<file path="src/hdl/rpcs_pkg.sv">
`timescale 1ns / 1ps

package rpcs_pkg;

    localparam int PIX_W    = 8;
    localparam int MODE_W   = 2;
    localparam int IDX_W    = 3;
    localparam int NCH      = 3;
    localparam int SEG_N    = 5;
    localparam int SEG_W    = 3;
    localparam int FRAC_W   = 16;
    localparam int QPOS     = 32;
    localparam int U_W      = PIX_W + 2;
    localparam int KF_W     = 24;
    localparam int DVD_W    = 40;
    localparam int DVS_W    = 23;
    localparam int QUO_W    = 25;
    localparam int CNT_W    = 5;
    localparam int SLOPE_W  = QUO_W;
    localparam int RECIP_W  = QUO_W;
    localparam int RECIP_SH = 24;
    localparam int OFF_W    = U_W + FRAC_W;
    localparam int PROD_W   = OFF_W + SLOPE_W + 1;
    localparam int LPROD_W  = 2 * PIX_W + RECIP_W;
    localparam int NSTG     = 5;

    localparam logic [MODE_W-1:0] MODE_LINEAR = 2'd0;
    localparam logic [MODE_W-1:0] MODE_SEG3   = 2'd1;
    localparam logic [MODE_W-1:0] MODE_SEG4   = 2'd2;
    localparam logic [MODE_W-1:0] MODE_SEG5   = 2'd3;

    localparam logic [IDX_W-1:0] REG_RED_MIN   = 3'd0;
    localparam logic [IDX_W-1:0] REG_RED_MAX   = 3'd1;
    localparam logic [IDX_W-1:0] REG_GREEN_MIN = 3'd2;
    localparam logic [IDX_W-1:0] REG_GREEN_MAX = 3'd3;
    localparam logic [IDX_W-1:0] REG_BLUE_MIN  = 3'd4;
    localparam logic [IDX_W-1:0] REG_BLUE_MAX  = 3'd5;
    localparam logic [IDX_W-1:0] REG_MODE      = 3'd6;

    localparam logic [PIX_W-1:0] PIX_MAX   = 8'hFF;
    localparam logic [KF_W-1:0]  KF_ONE    = 24'h010000;
    localparam logic [DVS_W-1:0] FOLD_ONE  = 23'h010000;
    localparam logic [DVS_W-1:0] FOLD_TWO  = 23'h020000;
    localparam logic [DVD_W-1:0] RECIP_NUM = 40'h0001000000;

    typedef struct packed {
        logic [PIX_W-1:0] red_in;
        logic [PIX_W-1:0] green_in;
        logic [PIX_W-1:0] blue_in;
    } rpcs_pix_in_t;

    typedef struct packed {
        logic [PIX_W-1:0] red_out;
        logic [PIX_W-1:0] green_out;
        logic [PIX_W-1:0] blue_out;
    } rpcs_pix_out_t;

    // per-channel coefficients, stable while the setup is idle
    typedef struct packed {
        logic [SEG_N-1:0][KF_W-1:0]    kf;
        logic [SEG_N-1:0][SLOPE_W-1:0] slope;
        logic [RECIP_W-1:0]            recip;
        logic                          den_zero;
        logic                          den_neg;
    } rpcs_coef_t;

    function automatic logic [PIX_W-1:0] slope_const(input logic [MODE_W-1:0] mode,
                                                    input logic [SEG_W-1:0] k);
        logic [PIX_W-1:0] c;
        c = '0;
        case (mode)
            MODE_SEG3: begin
                case (k)
                    3'd0: c = 8'd63;
                    3'd1: c = 8'd128;
                    3'd2: c = 8'd64;
                    default: c = '0;
                endcase
            end
            MODE_SEG4: begin
                case (k)
                    3'd0: c = 8'd31;
                    3'd1: c = 8'd96;
                    3'd2: c = 8'd96;
                    3'd3: c = 8'd32;
                    default: c = '0;
                endcase
            end
            MODE_SEG5: begin
                case (k)
                    3'd0: c = 8'd15;
                    3'd1: c = 8'd64;
                    3'd2: c = 8'd96;
                    3'd3: c = 8'd64;
                    3'd4: c = 8'd16;
                    default: c = '0;
                endcase
            end
            default: c = '0;
        endcase
        return c;
    endfunction

    function automatic logic [PIX_W-1:0] base_const(input logic [MODE_W-1:0] mode,
                                                   input logic [SEG_W-1:0] k);
        logic [PIX_W-1:0] b;
        b = '0;
        case (mode)
            MODE_SEG3: begin
                case (k)
                    3'd1: b = 8'd63;
                    3'd2: b = 8'd191;
                    default: b = '0;
                endcase
            end
            MODE_SEG4: begin
                case (k)
                    3'd1: b = 8'd31;
                    3'd2: b = 8'd127;
                    3'd3: b = 8'd191;
                    default: b = '0;
                endcase
            end
            MODE_SEG5: begin
                case (k)
                    3'd1: b = 8'd15;
                    3'd2: b = 8'd79;
                    3'd3: b = 8'd175;
                    3'd4: b = 8'd239;
                    default: b = '0;
                endcase
            end
            default: b = '0;
        endcase
        return b;
    endfunction

endpackage

</file>
<file path="src/hdl/rpcs_div.sv">
`timescale 1ns / 1ps

module rpcs_div (
    input  logic                        aclk,
    input  logic                        aresetn,
    input  logic                        start,
    input  logic [rpcs_pkg::DVD_W-1:0]  dividend,
    input  logic [rpcs_pkg::DVS_W-1:0]  divisor,
    output logic                        done,
    output logic [rpcs_pkg::QUO_W-1:0]  quotient
);
    import rpcs_pkg::*;

    logic               busy_reg;
    logic               done_reg;
    logic [CNT_W-1:0]   cnt_reg;
    logic [DVS_W-1:0]   rem_reg;
    logic [QUO_W-1:0]   sh_reg;
    logic [DVS_W-1:0]   dvs_reg;
    logic [DVS_W:0]     rem_sh;
    logic [DVS_W:0]     diff;
    logic               ge;

    // quotient is known to fit QUO_W bits, so the top dividend bits seed the remainder
    assign rem_sh = {rem_reg, sh_reg[QUO_W-1]};
    assign diff   = rem_sh - {1'b0, dvs_reg};
    assign ge     = rem_sh >= {1'b0, dvs_reg};

    always_ff @(posedge aclk) begin
        if (!aresetn) begin
            busy_reg <= 1'b0;
            done_reg <= 1'b0;
            cnt_reg  <= '0;
        end else begin
            done_reg <= 1'b0;
            if (start) begin
                busy_reg <= 1'b1;
                cnt_reg  <= '0;
            end else if (busy_reg) begin
                cnt_reg <= cnt_reg + 1'b1;
                if (cnt_reg == CNT_W'(QUO_W - 1)) begin
                    busy_reg <= 1'b0;
                    done_reg <= 1'b1;
                end
            end
        end
    end

    always_ff @(posedge aclk) begin
        if (start) begin
            rem_reg <= DVS_W'(dividend[DVD_W-1:QUO_W]);
            sh_reg  <= dividend[QUO_W-1:0];
            dvs_reg <= divisor;
        end else if (busy_reg) begin
            rem_reg <= ge ? diff[DVS_W-1:0] : rem_sh[DVS_W-1:0];
            sh_reg  <= {sh_reg[QUO_W-2:0], ge};
        end
    end

    assign done     = done_reg;
    assign quotient = sh_reg;

endmodule

</file>
<file path="src/hdl/rpcs_setup.sv">
`timescale 1ns / 1ps

module rpcs_setup (
    input  logic                         aclk,
    input  logic                         aresetn,
    input  logic                         restart,
    input  logic [rpcs_pkg::MODE_W-1:0]  mode,
    input  logic [rpcs_pkg::PIX_W-1:0]   mn,
    input  logic [rpcs_pkg::PIX_W-1:0]   mx,
    output logic                         ready,
    output rpcs_pkg::rpcs_coef_t         coef
);
    import rpcs_pkg::*;

    typedef enum logic [3:0] {
        ST_IDLE  = 4'b0001,
        ST_FOLD  = 4'b0010,
        ST_SLOPE = 4'b0100,
        ST_RECIP = 4'b1000
    } rpcs_st_t;

    rpcs_st_t                       st_reg;
    logic [SEG_W-1:0]               k_reg;
    logic                           go_reg;
    logic [DVS_W-1:0]               fold_reg;
    logic [SEG_N-1:1][KF_W-1:0]     kf_reg;
    logic [SEG_N-1:0][SLOPE_W-1:0]  slope_reg;
    logic [RECIP_W-1:0]             recip_reg;

    logic [SEG_W-1:0]   segs;
    logic [SEG_W-1:0]   last_k;
    logic [PIX_W:0]     d9;
    logic [PIX_W-1:0]   b;
    logic [DVS_W-1:0]   den0;
    logic [DVD_W-1:0]   dividend;
    logic [DVS_W-1:0]   divisor;
    logic               div_start;
    logic               div_done;
    logic [QUO_W-1:0]   quotient;
    logic               accept;
    logic [DVS_W-1:0]   q_fold;

    assign segs   = SEG_W'(mode) + SEG_W'(2);
    assign last_k = segs - SEG_W'(1);
    assign d9     = {1'b0, mx} - {1'b0, mn} + (PIX_W + 1)'(1);
    assign b      = (mx >= mn) ? (mx - mn) : (mn - mx);
    assign den0   = fold_reg - FOLD_ONE;
    assign q_fold = quotient[DVS_W-1:0];

    always_comb begin
        dividend = '0;
        divisor  = DVS_W'(1);
        case (st_reg)
            ST_FOLD: begin
                dividend = DVD_W'({d9, {FRAC_W{1'b0}}});
                divisor  = DVS_W'(segs);
            end
            ST_SLOPE: begin
                dividend = {slope_const(mode, k_reg), {QPOS{1'b0}}};
                divisor  = (k_reg == '0) ? den0 : fold_reg;
            end
            ST_RECIP: begin
                dividend = RECIP_NUM + DVD_W'(b) - DVD_W'(1);
                divisor  = DVS_W'(b);
            end
            default: begin
                dividend = '0;
                divisor  = DVS_W'(1);
            end
        endcase
    end

    assign div_start = go_reg && (st_reg != ST_IDLE);
    assign accept    = div_done && !go_reg;

    rpcs_div u_div (
        .aclk     (aclk),
        .aresetn  (aresetn),
        .start    (div_start),
        .dividend (dividend),
        .divisor  (divisor),
        .done     (div_done),
        .quotient (quotient)
    );

    always_ff @(posedge aclk) begin
        if (!aresetn || restart) begin
            st_reg <= ST_FOLD;
            k_reg  <= '0;
            go_reg <= 1'b1;
        end else begin
            if (div_start) begin
                go_reg <= 1'b0;
            end
            if (accept) begin
                case (st_reg)
                    ST_FOLD: begin
                        st_reg <= ST_SLOPE;
                        k_reg  <= '0;
                        go_reg <= 1'b1;
                    end
                    ST_SLOPE: begin
                        go_reg <= 1'b1;
                        if (k_reg == last_k) begin
                            st_reg <= ST_RECIP;
                        end else begin
                            k_reg <= k_reg + 1'b1;
                        end
                    end
                    ST_RECIP: begin
                        st_reg <= ST_IDLE;
                    end
                    default: begin
                        st_reg <= ST_IDLE;
                    end
                endcase
            end
        end
    end

    always_ff @(posedge aclk) begin
        if (accept && (st_reg == ST_FOLD)) begin
            fold_reg  <= q_fold;
            kf_reg[1] <= KF_W'(q_fold);
            kf_reg[2] <= KF_W'({q_fold, 1'b0});
            kf_reg[3] <= KF_W'({q_fold, 1'b0}) + KF_W'(q_fold);
            kf_reg[4] <= KF_W'({q_fold, 2'b00});
        end
        // first segment slope only matters once the first fold spans more than one level
        if (accept && (st_reg == ST_SLOPE)) begin
            slope_reg[k_reg] <= ((k_reg == '0) && (fold_reg < FOLD_TWO)) ?
                                '0 : quotient[SLOPE_W-1:0];
        end
        if (accept && (st_reg == ST_RECIP)) begin
            recip_reg <= quotient[RECIP_W-1:0];
        end
    end

    always_comb begin
        coef.kf[0] = KF_ONE;
        for (int i = 1; i < SEG_N; i++) begin
            coef.kf[i] = kf_reg[i];
        end
        coef.slope    = slope_reg;
        coef.recip    = recip_reg;
        coef.den_zero = (mx == mn);
        coef.den_neg  = (mx < mn);
    end

    assign ready = (st_reg == ST_IDLE);

endmodule

</file>
<file path="config.mk">
export PLATFORM = sky130hd
export DESIGN_NAME = rpcs_setup
export DESIGN_NICKNAME = d
export VERILOG_FILES = /design/src/hdl/rpcs_pkg.sv /design/src/hdl/rpcs_div.sv /design/src/hdl/rpcs_setup.sv
export SDC_FILE = /design/constraint.sdc
export NUM_CORES = 1
export LEC_CHECK = 0
export BUFFER_PORTS_ARGS = -buffer_cell sky130_fd_sc_hd__buf_2
export CORE_MARGIN = 4
export CORE_UTILIZATION = 35
export CTS_BUF_LIST = sky130_fd_sc_hd__clkbuf_4 sky130_fd_sc_hd__clkbuf_8 sky130_fd_sc_hd__clkbuf_16
export CTS_CLUSTER_SIZE = 12
export DETAILED_ROUTE_END_ITERATION = 12
export PLACE_DENSITY = 0.55
export SYNTH_ARGS = -nofsm -noshare
export SYNTH_HDL_FRONTEND = slang
export SYNTH_SLANG_ARGS = --single-unit
</file>
<file path="constraint.sdc">
create_clock -name aclk -period 3.19 [get_ports aclk]
set_input_delay 0.1595 -clock aclk [delete_from_list [all_inputs] [get_ports aclk]]
set_output_delay 0.1595 -clock aclk [all_outputs]
set_load 0.01 [all_outputs]
</file>
==> results.cfg <==
[status]
outcome = finished, final reports clean

[pwr]
peakVddDrop_mv = 0.330
power_density_nw_per_um2 = 542
p_leak_nw = 7.19
p_total_mw = 9.40

[timing]
post-route-period-util_pct = 93.4
hold_viol = 0
slew_viol_final = 0
rsz0062_at_grt = no
whs_ps = 31.0
finalClockSkew_ps = 11.3
worst_slack_ps = 209
relSlewSlack_pct = 39.5
min_period_ps = 2980
clock.fmax_mhz = 335
worstMarginPinSlew_ps = 897
final-setup-viol-count = 0

[worst_setup_path]
worst-r2r-cell-count = 10
rrSetupSlack_ps = 210
critPathLaunch = u_div.rem_reg[6]
crit_type = flop to flop
startpoint_type = flop
worstPathArrival_ps = 3240
rr_endpoint = u_div.rem_reg[7]
required_ps = 3450
end_kind = flop
r2r-start = u_div.rem_reg[6]
crit_fanout = 16
endpoint = u_div.rem_reg[7]

[final_layout]
area_growth_syn_to_layout_pct = 21.6
drive_above_1_share_pct = 28.1
largest_reg_flops = 171
fin_cells = 2011
nNetsFinal = 1580
utilization_pct = 43.4

[clock_network]
path_clk_slew_ps = 60
clockRootBuffer = clkbuf_16
clkSinkCount = 282
h-tree-depth = 1
cts_buffer_depth = 3
clk_latency_ps = 580
cts_tree = built
numCtsBuffers = 31

[floorplan]
die_x_um = 210
start_util_pct = 35.7
design.core.area_um2 = 40000
ios = 294
rows = 73
fp.dieH_um = 210
die-area_um2 = 44100

[routing]
drc = 0
routed_wirelength_um = 38600
num_vias = 9950
first_pass_iters = 5
drtAntennaViolNets = 0
drt_first_iter_violations = 541
post_drt_via_cell_ratio = 4.95
wl_per_cell_um = 19.2

[synth]
netlist_area_um2 = 14300
synthArstFlopShare_pct = 0
synth.area.top_cells = edfxtp_1 54%, ha_1 7.3%, buf_4 3.9%
yosysSeqAreaShare_pct = 57.7
synth_flop_cell = edfxtp_1
synth_seq_cells = 282
syn_area_per_cell_um2 = 12.2
synth_top_cell_by_area = edfxtp_1
synth_edf_count = 259
synth_cells = 1167
synth.distinct_cells = 81
synth_top_area_share_pct = 54.5
yosys_warnings = 0

[flow_run]
maxCapViolCount = 0

[placement]
dp_slack_ps = -140
detailed_place_hpwl_um = 29100
placed_cells = 1956
globalplace.congestion = 0.868
numPortBuffers = 265

[min_path]
hold_path_class = primary input to flop
hp-start = mode[0]

[global_route]
grt_max_degree = 43
grt_pass1_wl_um = 57800
antenna_found_initial = 1
track_usage_pct = 16.8
grt.overflow.total = 0
grt_pass1_vias = 9660
==> stage by stage <==
step                      cell area (um^2)  TNS, ps
after global placement               16300     -759
after CTS                            17300        0
after detailed placement             16300    -1060
after global routing                 17400        0
final                                17400        0
after floorplan                      14400        0
==> final cells by class <==
type | count | area, um^2
repair buffers | 342 | 1960
fillers | 3797 | 22600
clock buffers | 35 | 806
diodes | 2 | 5.00
inverters | 79 | 297
flip-flops and latches | 282 | 8240
well taps | 525 | 657
clock inverters | 15 | 195
multi-input cells | 731 | 5200
==> placed cells by master (no fill, tap or decap), types with 11 or more instances in the layout <==
cell       Yosys  routed
a21oi_1       62      61
a21o_1        25      25
nor2_1        77      73
nor3_1        16      16
nand2_1       68      68
ha_1          83      83
nand3_1       17      17
conb_1         2      28
and3_1        11      11
mux2i_1       14      14
buf_2          4     265
edfxtp_1     259     259
dfxtp_1       23      23
clkbuf_16      0      31
nand2b_1      15      15
a31oi_1       11      11
and2_1        36      35
o21ai_0       53      53
buf_4         75      72
xor2_1        25      25
inv_1         78      78
xnor2_1       28      28
==> repair_timing <==
item / in CTS / in global routing
resized for setup: 0 / 5
buffers inserted: 0 / 2
hold buffers: 1 / 0
setup endpoints to repair: 0 / 5
hold endpoints to repair: 7 / 0
==> report_power, final <==
| part | leakage [nW] | total [mW] | switching (mW) | internal (mW) |
|---|---|---|---|---|
| sequential | 2.68 | 4.31 | 0.110 | 4.20 |
| combinational | 4.02 | 1.55 | 0.889 | 0.659 |
| clock | 0.495 | 3.55 | 1.43 | 2.12 |
| total | 7.19 | 9.40 | 2.43 | 6.98 |
==> critical path: stages, from the launching register on <==
cell and delay [ps]:
edfxtp_1 400, ha_1 360, nand3_1 130, or2_0 300, or4_1 570, nand3_1 110, or3b_1 160, and2_4 170
buf_12 160, mux2i_1 190, o21ai_0 110
==> layer usage <==
metal  track usage, %  wire length (um)
met1             23.5             17400
met2             28.2             18300
met3             1.99              2200
met4             4.23               729
met5                0                 0
==> how the worst min path moves through the flow <==
| stage | cells past startpoint | end |
|---|---|---|
| floorplan | 1 | u_div.busy_reg |
| global placement | 2 | u_div.busy_reg |
| detailed placement | 2 | u_div.busy_reg |
| CTS | 2 | u_div.dvs_reg[0] |
| global route | 2 | u_div.dvs_reg[0] |
| finish | 2 | u_div.dvs_reg[0] |
==> cells by family after synthesis <==
family / Yosys count / synth area share, %
buf+inv: 180 / 6.85
other cells: 2 / 0.0526
xor+xnor: 55 / 3.48
mux: 18 / 1.51
simple gates: 293 / 10.5
flops: 282 / 57.7
compound gates: 244 / 11.3
fa+ha+maj: 93 / 8.61
==> cells in the mapped netlist (3+ instances only) <==
| cell | count |
|---|---|
| a22oi_1 | 8 |
| o211ai_1 | 10 |
| a21oi_1 | 62 |
| nand3_1 | 17 |
| edfxtp_1 | 259 |
| buf_4 | 75 |
| buf_2 | 4 |
| nand2b_1 | 15 |
| o22ai_1 | 4 |
| ha_1 | 83 |
| nand4_1 | 9 |
| and2_1 | 36 |
| and3_1 | 11 |
| a21boi_0 | 5 |
| nor3_1 | 16 |
| o21bai_1 | 3 |
| nand2_1 | 68 |
| a31oi_1 | 11 |
| a21o_1 | 25 |
| a211oi_1 | 10 |
| o21a_1 | 7 |
| xnor2_1 | 28 |
| o21ai_0 | 53 |
| nor2_1 | 77 |
| mux2i_1 | 14 |
| nor2b_1 | 9 |
| a221o_1 | 4 |
| o31ai_1 | 9 |
| or3_1 | 8 |
| nor3b_1 | 4 |
| nor4b_1 | 5 |
| xor2_1 | 25 |
| fa_1 | 9 |
| clkbuf_1 | 18 |
| inv_1 | 78 |
| a211o_1 | 5 |
| a41oi_1 | 3 |
| dfxtp_1 | 23 |
(Power assumes the default switching activity.)
